## src/periodic_alarm_table_top_macros.svh

```systemverilog
// ----------------------------------------------------------------------------
// periodic_alarm_table_top_macros.svh
// Assertion shorthands shared by the alarm table RTL.
// ----------------------------------------------------------------------------
`ifndef PERIODIC_ALARM_TABLE_TOP_MACROS_SVH
`define PERIODIC_ALARM_TABLE_TOP_MACROS_SVH

// same-cycle implication, sampled on clk_i, off while rst_ni is low
`define PAT_ASSERT_IMP(lbl, ante, cons, msg) \
  lbl: assert property (@(posedge clk_i) disable iff (!rst_ni) (ante) |-> (cons)) \
    else $error(msg);

// next-cycle implication
`define PAT_ASSERT_NXT(lbl, ante, cons, msg) \
  lbl: assert property (@(posedge clk_i) disable iff (!rst_ni) (ante) |=> (cons)) \
    else $error(msg);

`endif

```

## src/pat_pkg.sv

```systemverilog
// ----------------------------------------------------------------------------
// pat_pkg
// Types, codes and helpers shared by the alarm table modules.
// ----------------------------------------------------------------------------
`default_nettype none

package pat_pkg;

  localparam int unsigned TimeW = 63;
  localparam int unsigned TagW  = 32;

  localparam logic [TimeW-1:0] TIME_MAX = {TimeW{1'b1}};

  typedef logic [2:0] pat_cmd_t;
  localparam pat_cmd_t CMD_ARM_ABS = 3'd0;
  localparam pat_cmd_t CMD_ARM_REL = 3'd1;
  localparam pat_cmd_t CMD_SET_TAG = 3'd2;
  localparam pat_cmd_t CMD_CANCEL  = 3'd3;
  localparam pat_cmd_t CMD_CAN_GRP = 3'd4;
  localparam pat_cmd_t CMD_CHECK   = 3'd5;

  typedef logic [1:0] pat_st_t;
  localparam pat_st_t ST_NONE      = 2'd0;
  localparam pat_st_t ST_SET       = 2'd1;
  localparam pat_st_t ST_CANCELLED = 2'd2;

  typedef logic [1:0] pat_kind_t;
  localparam pat_kind_t KIND_ACK      = 2'd0;
  localparam pat_kind_t KIND_FIRED    = 2'd1;
  localparam pat_kind_t KIND_DEADLINE = 2'd2;

  typedef struct packed {
    pat_st_t          st;
    logic [TimeW-1:0] fire;
    logic [TimeW-1:0] period;
    logic [TagW-1:0]  tag;
    logic             queued;
  } pat_entry_t;

  typedef struct packed {
    pat_kind_t        kind;
    logic [3:0]       slot;
    logic             ok;
    logic [TimeW-1:0] deadline;
    logic             dl_valid;
    logic             last;
  } pat_res_t;

  function automatic logic [TimeW-1:0] sat_add(input logic [TimeW-1:0] a,
                                               input logic [TimeW-1:0] b);
    logic [TimeW:0] s;
    s = {1'b0, a} + {1'b0, b};
    return s[TimeW] ? TIME_MAX : s[TimeW-1:0];
  endfunction

  function automatic pat_res_t mk_ack(input logic ok);
    pat_res_t r;
    r          = '0;
    r.kind     = KIND_ACK;
    r.ok       = ok;
    r.last     = 1'b1;
    return r;
  endfunction

  function automatic pat_res_t mk_deadline(input logic [TimeW-1:0] t, input logic v);
    pat_res_t r;
    r          = '0;
    r.kind     = KIND_DEADLINE;
    r.ok       = 1'b1;
    r.deadline = v ? t : '0;
    r.dl_valid = v;
    r.last     = 1'b1;
    return r;
  endfunction

  function automatic pat_res_t mk_fired(input logic [3:0] slot);
    pat_res_t r;
    r      = '0;
    r.kind = KIND_FIRED;
    r.slot = slot;
    r.ok   = 1'b1;
    return r;
  endfunction

endpackage

`default_nettype wire

```

## src/pat_mem.sv

```systemverilog
// ----------------------------------------------------------------------------
// pat_mem
// Slot table: one write and one read port, registered read data, per-entry
// valid bits so that unwritten slots read as all zero after reset.
// ----------------------------------------------------------------------------
`default_nettype none

module pat_mem #(
  parameter int unsigned DEPTH = 16,
  parameter int unsigned AW    = 4
) (
  input  wire                  clk_i,
  input  wire                  rst_ni,
  input  wire                  re_i,
  input  wire [AW-1:0]         raddr_i,
  input  wire                  we_i,
  input  wire [AW-1:0]         waddr_i,
  input  pat_pkg::pat_entry_t  wdata_i,
  output pat_pkg::pat_entry_t  rdata_o
);
  import pat_pkg::*;

  pat_entry_t       mem_q [DEPTH];
  pat_entry_t       rd_q;
  logic [DEPTH-1:0] vld_q;
  logic             rd_vld_q;

  always_ff @(posedge clk_i) begin
    if (we_i) begin
      mem_q[waddr_i] <= wdata_i;
    end
    if (re_i) begin
      rd_q <= mem_q[raddr_i];
    end
  end

  always_ff @(posedge clk_i or negedge rst_ni) begin
    if (!rst_ni) begin
      vld_q    <= '0;
      rd_vld_q <= 1'b0;
    end else begin
      if (we_i) begin
        vld_q[waddr_i] <= 1'b1;
      end
      if (re_i) begin
        rd_vld_q <= vld_q[raddr_i];
      end
    end
  end

  assign rdata_o = rd_vld_q ? rd_q : '0;

endmodule

`default_nettype wire

```

## src/pat_seq.sv

```systemverilog
// ----------------------------------------------------------------------------
// pat_seq
// Command sequencer: read-modify-write of one slot per command, or a scan
// over all slots for check (with a running minimum) and group cancel.
// ----------------------------------------------------------------------------
`default_nettype none

`include "periodic_alarm_table_top_macros.svh"

module pat_seq #(
  parameter int unsigned SLOT_COUNT = 16,
  parameter int unsigned AW         = 4
) (
  input  wire                  clk_i,
  input  wire                  rst_ni,
  // request side
  input  wire                  req_valid_i,
  output logic                 req_ready_o,
  input  wire [2:0]            command_i,
  input  wire [3:0]            slot_i,
  input  wire [62:0]           now_i,
  input  wire [62:0]           start_time_i,
  input  wire [62:0]           delay_i,
  input  wire [62:0]           interval_i,
  input  wire [31:0]           group_value_i,
  // table port
  output logic                 mem_re_o,
  output logic [AW-1:0]        mem_raddr_o,
  output logic                 mem_we_o,
  output logic [AW-1:0]        mem_waddr_o,
  output pat_pkg::pat_entry_t  mem_wdata_o,
  input  pat_pkg::pat_entry_t  mem_rdata_i,
  // result side
  output logic                 res_valid_o,
  input  wire                  res_ready_i,
  output pat_pkg::pat_res_t    res_o
);
  import pat_pkg::*;

  localparam logic [AW-1:0] LastIdx = AW'(SLOT_COUNT - 1);

  typedef enum logic [4:0] {
    S_IDLE = 5'b00001,
    S_RD   = 5'b00010,
    S_EV   = 5'b00100,
    S_FIN  = 5'b01000,
    S_RES  = 5'b10000
  } pat_state_e;

  pat_state_e       state_q, state_d;
  pat_cmd_t         cmd_q;
  logic [62:0]      now_q, start_q, delay_q, intv_q;
  logic [31:0]      grp_q;
  logic [AW-1:0]    idx_q, idx_d;
  logic             cand_v_q, cand_v_d, best_v_q, best_v_d;
  logic [62:0]      cand_t_q, cand_t_d, best_t_q, best_t_d;
  pat_res_t         res_q, res_d;

  pat_entry_t       e;
  logic             due, periodic, is_set, tag_hit, at_last, take, slot_ok, load;
  logic [62:0]      rearm_t, rel_t;

  assign req_ready_o = (state_q == S_IDLE);
  assign load        = req_valid_i && req_ready_o;
  assign slot_ok     = (32'(slot_i) < SLOT_COUNT);

  assign e        = mem_rdata_i;
  assign is_set   = (e.st == ST_SET);
  assign periodic = (e.period != '0);
  assign due      = e.queued && (e.st != ST_CANCELLED) && (e.fire <= now_q);
  assign tag_hit  = e.queued && is_set && (e.tag == grp_q);
  assign rearm_t  = sat_add(now_q, e.period);
  assign rel_t    = sat_add(now_q, delay_q);
  assign at_last  = (idx_q == LastIdx);
  // fold the previous slot's candidate into the running minimum
  assign take     = cand_v_q && (!best_v_q || (cand_t_q < best_t_q));

  always_comb begin
    state_d     = state_q;
    idx_d       = idx_q;
    cand_v_d    = cand_v_q;
    cand_t_d    = cand_t_q;
    best_v_d    = best_v_q;
    best_t_d    = best_t_q;
    res_d       = res_q;
    mem_re_o    = 1'b0;
    mem_raddr_o = idx_q;
    mem_we_o    = 1'b0;
    mem_waddr_o = idx_q;
    mem_wdata_o = e;
    res_valid_o = 1'b0;
    res_o       = res_q;

    case (state_q)
      S_IDLE: begin
        if (load) begin
          case (command_i)
            CMD_ARM_ABS, CMD_ARM_REL, CMD_SET_TAG, CMD_CANCEL: begin
              if (slot_ok) begin
                idx_d   = AW'(slot_i);
                state_d = S_RD;
              end else begin
                res_d   = mk_ack(1'b0);
                state_d = S_RES;
              end
            end
            CMD_CAN_GRP, CMD_CHECK: begin
              idx_d    = '0;
              cand_v_d = 1'b0;
              best_v_d = 1'b0;
              state_d  = S_RD;
            end
            default: begin
              res_d   = mk_ack(1'b0);
              state_d = S_RES;
            end
          endcase
        end
      end

      S_RD: begin
        mem_re_o = 1'b1;
        if (take) begin
          best_v_d = 1'b1;
          best_t_d = cand_t_q;
        end
        cand_v_d = 1'b0;
        state_d  = S_EV;
      end

      S_EV: begin
        case (cmd_q)
          CMD_ARM_ABS: begin
            mem_we_o    = 1'b1;
            mem_wdata_o = '{st: ST_SET, fire: start_q, period: intv_q,
                            tag: e.tag, queued: 1'b1};
            res_d       = mk_deadline(start_q, 1'b1);
            state_d     = S_RES;
          end
          CMD_ARM_REL: begin
            mem_we_o    = 1'b1;
            mem_wdata_o = '{st: ST_SET, fire: rel_t, period: '0,
                            tag: e.tag, queued: 1'b1};
            res_d       = mk_deadline(rel_t, 1'b1);
            state_d     = S_RES;
          end
          CMD_SET_TAG: begin
            mem_we_o        = 1'b1;
            mem_wdata_o.tag = grp_q;
            res_d           = mk_ack(1'b1);
            state_d         = S_RES;
          end
          CMD_CANCEL: begin
            mem_we_o    = is_set;
            mem_wdata_o = '{st: ST_CANCELLED, fire: '0, period: '0,
                            tag: e.tag, queued: 1'b0};
            res_d       = mk_ack(is_set);
            state_d     = S_RES;
          end
          CMD_CAN_GRP: begin
            mem_we_o    = tag_hit;
            mem_wdata_o = '{st: ST_CANCELLED, fire: '0, period: '0,
                            tag: e.tag, queued: 1'b0};
            if (at_last) begin
              res_d   = mk_ack(1'b1);
              state_d = S_RES;
            end else begin
              idx_d   = idx_q + AW'(1);
              state_d = S_RD;
            end
          end
          CMD_CHECK: begin
            res_o = mk_fired(4'(idx_q));
            // a due slot waits here, unwritten, until its result can go out
            if (!(due && !res_ready_i)) begin
              res_valid_o = due;
              mem_we_o    = due;
              if (periodic) begin
                mem_wdata_o = '{st: ST_SET, fire: rearm_t, period: e.period,
                                tag: e.tag, queued: 1'b1};
              end else begin
                mem_wdata_o = '{st: ST_NONE, fire: '0, period: e.period,
                                tag: e.tag, queued: 1'b0};
              end
              cand_v_d = due ? periodic : (e.queued && is_set);
              cand_t_d = due ? rearm_t : e.fire;
              if (at_last) begin
                state_d = S_FIN;
              end else begin
                idx_d   = idx_q + AW'(1);
                state_d = S_RD;
              end
            end
          end
          default: begin
            res_d   = mk_ack(1'b0);
            state_d = S_RES;
          end
        endcase
      end

      S_FIN: begin
        res_d   = take ? mk_deadline(cand_t_q, 1'b1) : mk_deadline(best_t_q, best_v_q);
        state_d = S_RES;
      end

      S_RES: begin
        res_valid_o = 1'b1;
        if (res_ready_i) begin
          state_d = S_IDLE;
        end
      end

      default: begin
        state_d = S_IDLE;
      end
    endcase
  end

  always_ff @(posedge clk_i or negedge rst_ni) begin
    if (!rst_ni) begin
      state_q  <= S_IDLE;
      cand_v_q <= 1'b0;
      best_v_q <= 1'b0;
    end else begin
      state_q  <= state_d;
      cand_v_q <= cand_v_d;
      best_v_q <= best_v_d;
    end
  end

  always_ff @(posedge clk_i) begin
    if (load) begin
      cmd_q   <= command_i;
      now_q   <= now_i;
      start_q <= start_time_i;
      delay_q <= delay_i;
      intv_q  <= interval_i;
      grp_q   <= group_value_i;
    end
    idx_q    <= idx_d;
    cand_t_q <= cand_t_d;
    best_t_q <= best_t_d;
    res_q    <= res_d;
  end

  `PAT_ASSERT_IMP(a_no_rw_clash, mem_we_o, !mem_re_o, "table read and write in one cycle")
  `PAT_ASSERT_IMP(a_fire_in_check, res_valid_o && (res_o.kind == KIND_FIRED), (state_q == S_EV) && (cmd_q == CMD_CHECK), "fired result outside check scan")
  `PAT_ASSERT_NXT(a_read_then_eval, state_q == S_RD, state_q == S_EV, "read not followed by evaluation")

endmodule

`default_nettype wire

```

## src/periodic_alarm_table_top.sv

```systemverilog
// ----------------------------------------------------------------------------
// periodic_alarm_table_top
// Alarm slot table with arm, tag, cancel, group cancel and check commands.
// ----------------------------------------------------------------------------
// One request is taken at a time. Arm, set tag and cancel read, modify and
// write back the slot, then load the result register. Check and group cancel
// walk the whole table through its one read port and one write port, a slot
// at a time; a stalled output holds the walk while a fired alarm waits. The
// output register lets the next request in while the last result is still
// waiting. Per-slot valid bits give the reset contents, so no clearing pass
// runs after reset.
`default_nettype none

`include "periodic_alarm_table_top_macros.svh"

module periodic_alarm_table_top #(
  parameter int unsigned SLOT_COUNT = 16
) (
  input  wire          clk_i,
  input  wire          rst_ni,
  input  wire          s_axis_tvalid,
  output logic         s_axis_tready,
  // slot[3:0], now[66:4], start_time[129:67], delay[192:130],
  // interval[255:193], group_value[287:256]
  input  wire [287:0]  s_axis_tdata,
  // command[2:0]
  input  wire [2:0]    s_axis_tuser,
  output logic         m_axis_tvalid,
  input  wire          m_axis_tready,
  // slot_out[3:0], ok[4], deadline[67:5], deadline_valid[68], zero[71:69]
  output logic [71:0]  m_axis_tdata,
  // kind[1:0]
  output logic [1:0]   m_axis_tuser,
  output logic         m_axis_tlast
);
  import pat_pkg::*;

  localparam int unsigned AW = (SLOT_COUNT > 1) ? $clog2(SLOT_COUNT) : 1;

  logic          mem_re, mem_we;
  logic [AW-1:0] mem_raddr, mem_waddr;
  pat_entry_t    mem_wdata, mem_rdata;
  logic          res_valid, res_ready;
  pat_res_t      res;
  logic          out_v_q;
  pat_res_t      out_q;

  pat_mem #(
    .DEPTH (SLOT_COUNT),
    .AW    (AW)
  ) u_mem (
    .clk_i   (clk_i),
    .rst_ni  (rst_ni),
    .re_i    (mem_re),
    .raddr_i (mem_raddr),
    .we_i    (mem_we),
    .waddr_i (mem_waddr),
    .wdata_i (mem_wdata),
    .rdata_o (mem_rdata)
  );

  pat_seq #(
    .SLOT_COUNT (SLOT_COUNT),
    .AW         (AW)
  ) u_seq (
    .clk_i         (clk_i),
    .rst_ni        (rst_ni),
    .req_valid_i   (s_axis_tvalid),
    .req_ready_o   (s_axis_tready),
    .command_i     (s_axis_tuser),
    .slot_i        (s_axis_tdata[3:0]),
    .now_i         (s_axis_tdata[66:4]),
    .start_time_i  (s_axis_tdata[129:67]),
    .delay_i       (s_axis_tdata[192:130]),
    .interval_i    (s_axis_tdata[255:193]),
    .group_value_i (s_axis_tdata[287:256]),
    .mem_re_o      (mem_re),
    .mem_raddr_o   (mem_raddr),
    .mem_we_o      (mem_we),
    .mem_waddr_o   (mem_waddr),
    .mem_wdata_o   (mem_wdata),
    .mem_rdata_i   (mem_rdata),
    .res_valid_o   (res_valid),
    .res_ready_i   (res_ready),
    .res_o         (res)
  );

  // output register: free, or emptying this cycle
  assign res_ready = !out_v_q || m_axis_tready;

  always_ff @(posedge clk_i or negedge rst_ni) begin
    if (!rst_ni) begin
      out_v_q <= 1'b0;
    end else if (res_valid && res_ready) begin
      out_v_q <= 1'b1;
    end else if (m_axis_tready) begin
      out_v_q <= 1'b0;
    end
  end

  always_ff @(posedge clk_i) begin
    if (res_valid && res_ready) begin
      out_q <= res;
    end
  end

  assign m_axis_tvalid = out_v_q;
  assign m_axis_tdata  = {3'd0, out_q.dl_valid, out_q.deadline, out_q.ok, out_q.slot};
  assign m_axis_tuser  = out_q.kind;
  assign m_axis_tlast  = out_q.last;

  `PAT_ASSERT_IMP(a_fired_not_last, m_axis_tvalid && (out_q.kind == KIND_FIRED), !out_q.last, "fired result marked last")
  `PAT_ASSERT_NXT(a_res_lands, res_valid && res_ready, out_v_q, "accepted result not held")
  `PAT_ASSERT_IMP(a_idle_no_res, s_axis_tready, !res_valid, "result offered while idle")

endmodule

`default_nettype wire

```

## config.mk

```make
export PLATFORM = sky130hd
export DESIGN_NAME = periodic_alarm_table_top
export DESIGN_NICKNAME = d
export VERILOG_FILES = /design/src/pat_pkg.sv /design/src/pat_mem.sv /design/src/pat_seq.sv /design/src/periodic_alarm_table_top.sv
export VERILOG_INCLUDE_DIRS = /design/src /design/src/src
export SDC_FILE = /design/constraint.sdc
export NUM_CORES = 2
export LEC_CHECK = 0
export ABC_AREA = 1
export BUFFER_PORTS_ARGS = -buffer_cell sky130_fd_sc_hd__buf_4
export CAP_MARGIN = 20
export CELL_PAD_IN_SITES_DETAIL_PLACEMENT = 0
export CELL_PAD_IN_SITES_GLOBAL_PLACEMENT = 2
export CORE_ASPECT_RATIO = 0.8
export CORE_MARGIN = 10
export CORE_UTILIZATION = 45
export CTS_BUF_LIST = sky130_fd_sc_hd__clkbuf_4
export CTS_CLUSTER_DIAMETER = 100
export DETAILED_ROUTE_END_ITERATION = 10
export PLACE_DENSITY_LB_ADDON = 0.1
export SLEW_MARGIN = 25
export SYNTH_ARGS = -nofsm -noshare
export SYNTH_HDL_FRONTEND = slang
export SYNTH_SLANG_ARGS = --single-unit
export TNS_END_PERCENT = 50
```

## constraint.sdc

```tcl
create_clock -name clk_i -period 52.1 [get_ports clk_i]
set_clock_uncertainty 0.1 [all_clocks]
set_input_delay 0 -clock clk_i [delete_from_list [all_inputs] [get_ports clk_i]]
set_output_delay 0 -clock clk_i [all_outputs]
set_load 0.05 [all_outputs]
```

==> summary.md <==
| Metric | Value |
|---|---|
| Number of buffers created by CTS | `815` |
| CTS H-Tree Depth | `6` |
| Hold violation total from the final report | `0` |
| Remaining number of nets flagged by the antenna check after routing | `0` |
| Maximum number of pins on one net before global-route repair | `217` |
| Setup Viol. Count Final | `0` |
| Nets | `15000` |
| Antenna violations before repair | `43` |
| Global-route wire length before repair | `791000 um` |
| Insertion delay to the later sink of the worst-skew pair | `1.69 ns` |
| Layout-stage area growth over the synthesis result | `20.0%` |
| HPWL after DPL | `349000 um` |
| Total wire length after detailed routing | `562000 um` |
| DRC Markers | `0` |
| Cell area after placement | `151000 um2` |
| Number of synthesized register bits | `3317` |
| Fin crit share | `0.163` |
| Die height | `525 um` |
| Final instance area | `172000 um2` |
| Hold-fix buffer count after cts | `1032` |
| Number of gates resized after CTS | `0` |
| Io pins | `372` |
| Avg Cell Area, Syn | `11.2 um2` |
| Total count of max-transition violations in the final report | `0` |
| Endpoint of the most critical register-to-register path | `u_mem.mem_q[7][41]` |
| Iteration count of the initial detailed-routing pass | `8` |
| Gp weighted congestion | `0.942` |
| Worst setup margin | `43.63 ns` |
| Headroom to the max-slew limit | `0.238` |
| Max-cap violations | `0` |
| Beginning of the worst register-to-register path | `u_mem.rd_vld_q` |
| Capturing element of the worst setup path | `u_mem.mem_q[7][41]` |
| Post-synth EDFFs | `3292` |
| Element type at the critical path start | `flop` |
| Die area | `342000 um2` |
| Quantity of I/O buffers inserted on ports | `368` |
| Worst-case vdd ir drop | `0.0440 mV` |
| Crit-path max FO | `148` |
| Transition time at the pin with the least slew margin | `1.13 ns` |
| Gr usage total | `0.316` |
| R2R Setup Slk | `43.63 ns` |
| Final critical path time including I/O delays and setup | `8.47 ns` |
| Number of instances in the synthesized netlist | `12800` |
| Area of the core | `317000 um2` |
| Leading register cell type out of synthesis | `sky130_fd_sc_hd__edfxtp_1` |
| Fraction of synthesis flops using an asynchronous set or reset pin | `0.00754` |
| Area used by multi-input combinational logic | `38800 um2` |
| Most frequent standard cell in the layout excluding fill and tap cells | `sky130_fd_sc_hd__edfxtp_1` |
| Count of different cell masters after synthesis | `57` |
| CTS tree | `built` |
| Initial Util | `0.452` |
| Fraction of layout cells with a size suffix above 1 | `0.136` |
| RSZ-0062 raised after global routing | `no` |
| Worst setup timing slack at the placement stage | `43.80 ns` |
| Via count | `112000` |
| Fraction of the yosys area taken by sequential cells | `0.694` |
| Number of placement rows | `185` |
| Detailed router's first-iteration violation count | `13100` |
| First element of the critical path | `u_mem.rd_vld_q` |
| Number of global-route vias before repair | `108000` |
| Horizontal die dimension | `651 um` |
| Avg WL per Cell | `29.0 um` |
| Most frequent cells in the layout | `sky130_fd_sc_hd__edfxtp_1 (3292), sky130_fd_sc_hd__nand2_1 (2229), sky130_fd_sc_hd__nor2_1 (1842), sky130_fd_sc_hd__o21ai_0 (1654), sky130_fd_sc_hd__clkbuf_4 (1177)` |
| Start-to-end type of the worst setup path | `reg -> reg` |
| Hold Slack | `0.134 ns` |
| Power density cells | `49.7 nW/um2` |
| Arrival time worst endpoint | `9.59 ns` |
| Depth of the worst register-to-register path | `20` |
| Tightest Hold Check Type | `in -> reg` |
| Result of the run | `completed` |
| Synthesized area | `143000 um2` |
| Post-CTS setup buffer count | `0` |
| F_max | `118 MHz` |
| Sequential cell area in the final layout | `99500 um2` |
| Number of warnings reported in the yosys synthesis log | `0` |
| Total congestion overflow | `0` |
| Clock input transition at the sequential cells of the worst setup and hold paths | `0.09 ns` |
| Total negative slack | `0 ns` |
| Clock root cell | `sky130_fd_sc_hd__clkbuf_4` |
| Crit. End Element | `flop` |
| Clock sink total | `3317` |
| Filler Cells Inserted | `27400` |
| Maximum buffer depth of the clock tree | `4` |
| Leak pwr | `63.2 nW` |
| Worst endpoint required time | `53.21 ns` |
| Post-DR vias/cell | `5.80` |
[report_power, final]
group          switching [W]  leakage (nW)  internal, W  total [W]
Combinational        0.00220          26.7     0.000715    0.00292
Clock                0.00110          6.04      0.00107    0.00216
Sequential          0.000118          30.5      0.00335    0.00347
[synth_stat cells (all sizes together), types with 2 or more instances]
cell type	count	area, um2
a21boi	12	97.6
nand2	2267	8600
o22ai	652	4080
fa	2	40.0
clkbuf	576	2160
nor3	33	176
a21o	11	82.6
nor2	1883	7110
o21a	8	60.1
and3	2	12.5
a211oi	4	30.0
o2111ai	3	26.3
ha	215	2690
a22o	2	17.5
buf	109	638
edfxtp	3292	98900
o211ai	3	22.5
nor4	23	150
xor2	43	377
nand3b	8	60.1
a21oi	360	1830
nand4	220	1380
or2	8	50.1
xnor2	27	236
a31oi	8	50.1
dfrtp	24	601
o21ai	1725	8630
a221oi	2	17.5
and2	2	12.5
o21bai	27	203
nand3	414	2100
inv	782	2940
[metal layers]
metal  global-route usage  part of all wire
met2                0.478              0.44
met4                0.102             0.034
met1                0.461              0.43
met3               0.0607             0.095
met5                    0           0.00022
[stage by stage]
step / power, W / util / instances
after detailed placement: 0.00630 / 0.477 / 16900
after CTS: 0.00852 / 0.541 / 19300
final: 0.00855 / 0.542 / 19400
after floorplan: 0.00510 / - / 12800
after global routing: 0.00895 / 0.542 / 19400
after global placement: 0.00628 / 0.476 / 16900
[critical path: stages, from the launching register on]
cell and delay (ns):
sky130_fd_sc_hd__dfrtp_4 0.68, sky130_fd_sc_hd__buf_4 0.58, sky130_fd_sc_hd__buf_12 0.51, sky130_fd_sc_hd__nand2_1 0.19
sky130_fd_sc_hd__inv_1 0.17, sky130_fd_sc_hd__ha_1 0.16, sky130_fd_sc_hd__nand2_1 0.07, sky130_fd_sc_hd__nor3_1 0.39
sky130_fd_sc_hd__nand3b_1 0.17, sky130_fd_sc_hd__nor3_1 0.25, sky130_fd_sc_hd__nand4_1 0.34, sky130_fd_sc_hd__a21boi_4 0.23
sky130_fd_sc_hd__buf_4 0.54, sky130_fd_sc_hd__nand3_1 0.13, sky130_fd_sc_hd__nand2_1 0.11, sky130_fd_sc_hd__nand2_2 0.04
sky130_fd_sc_hd__buf_4 0.36, sky130_fd_sc_hd__nor2_4 0.15, sky130_fd_sc_hd__buf_4 0.74, sky130_fd_sc_hd__buf_4 0.75
sky130_fd_sc_hd__buf_4 0.88
[worst min-delay path by stage]
stage,from,to,cells after the start
finish,s_axis_tdata[74],u_seq.start_q[7],4
global route,s_axis_tdata[250],u_seq.intv_q[57],4
CTS,s_axis_tdata[72],u_seq.start_q[5],4
detailed placement,rst_ni,m_axis_tvalid,1
global placement,rst_ni,m_axis_tvalid,1
floorplan,rst_ni,m_axis_tvalid,0
[kinds of logic (layout without fill, tap and decap cells)]
| kind of cell | Yosys count | in the layout | share of synthesized area |
|---|---|---|---|
| simple gates | 4860 | 4860 | 0.137 |
| flops | 3317 | 3317 | 0.694 |
| compound gates | 2822 | 2822 | 0.106 |
| buf+inv | 1467 | 3854 | 0.0400 |
| fa+ha+maj | 217 | 217 | 0.0190 |
| xor+xnor | 70 | 70 | 0.00428 |
| other cells | 1 | 34 | 0.0000261 |
[registers in the layout (all words and copies together), names as in the netlist, 66 cells and up]
register	flops
u_seq.res_q	66
m_axis_tdata	69
u_mem.mem_q	2576
u_mem.rd_q	161
[cell type report]
| type | instances | share of cell area |
|---|---|---|
| tap | 4207 | 0.0306 |
| antenna | 31 | 0.000451 |
| sequential | 3317 | 0.578 |
| multi-input combinational | 7972 | 0.225 |
| inverter | 782 | 0.0173 |
| clock inverter | 250 | 0.00784 |
| timing repair buffer | 1645 | 0.0890 |
| clock buffer | 1177 | 0.0514 |
Note: power is estimated with default switching activity, not from simulation.
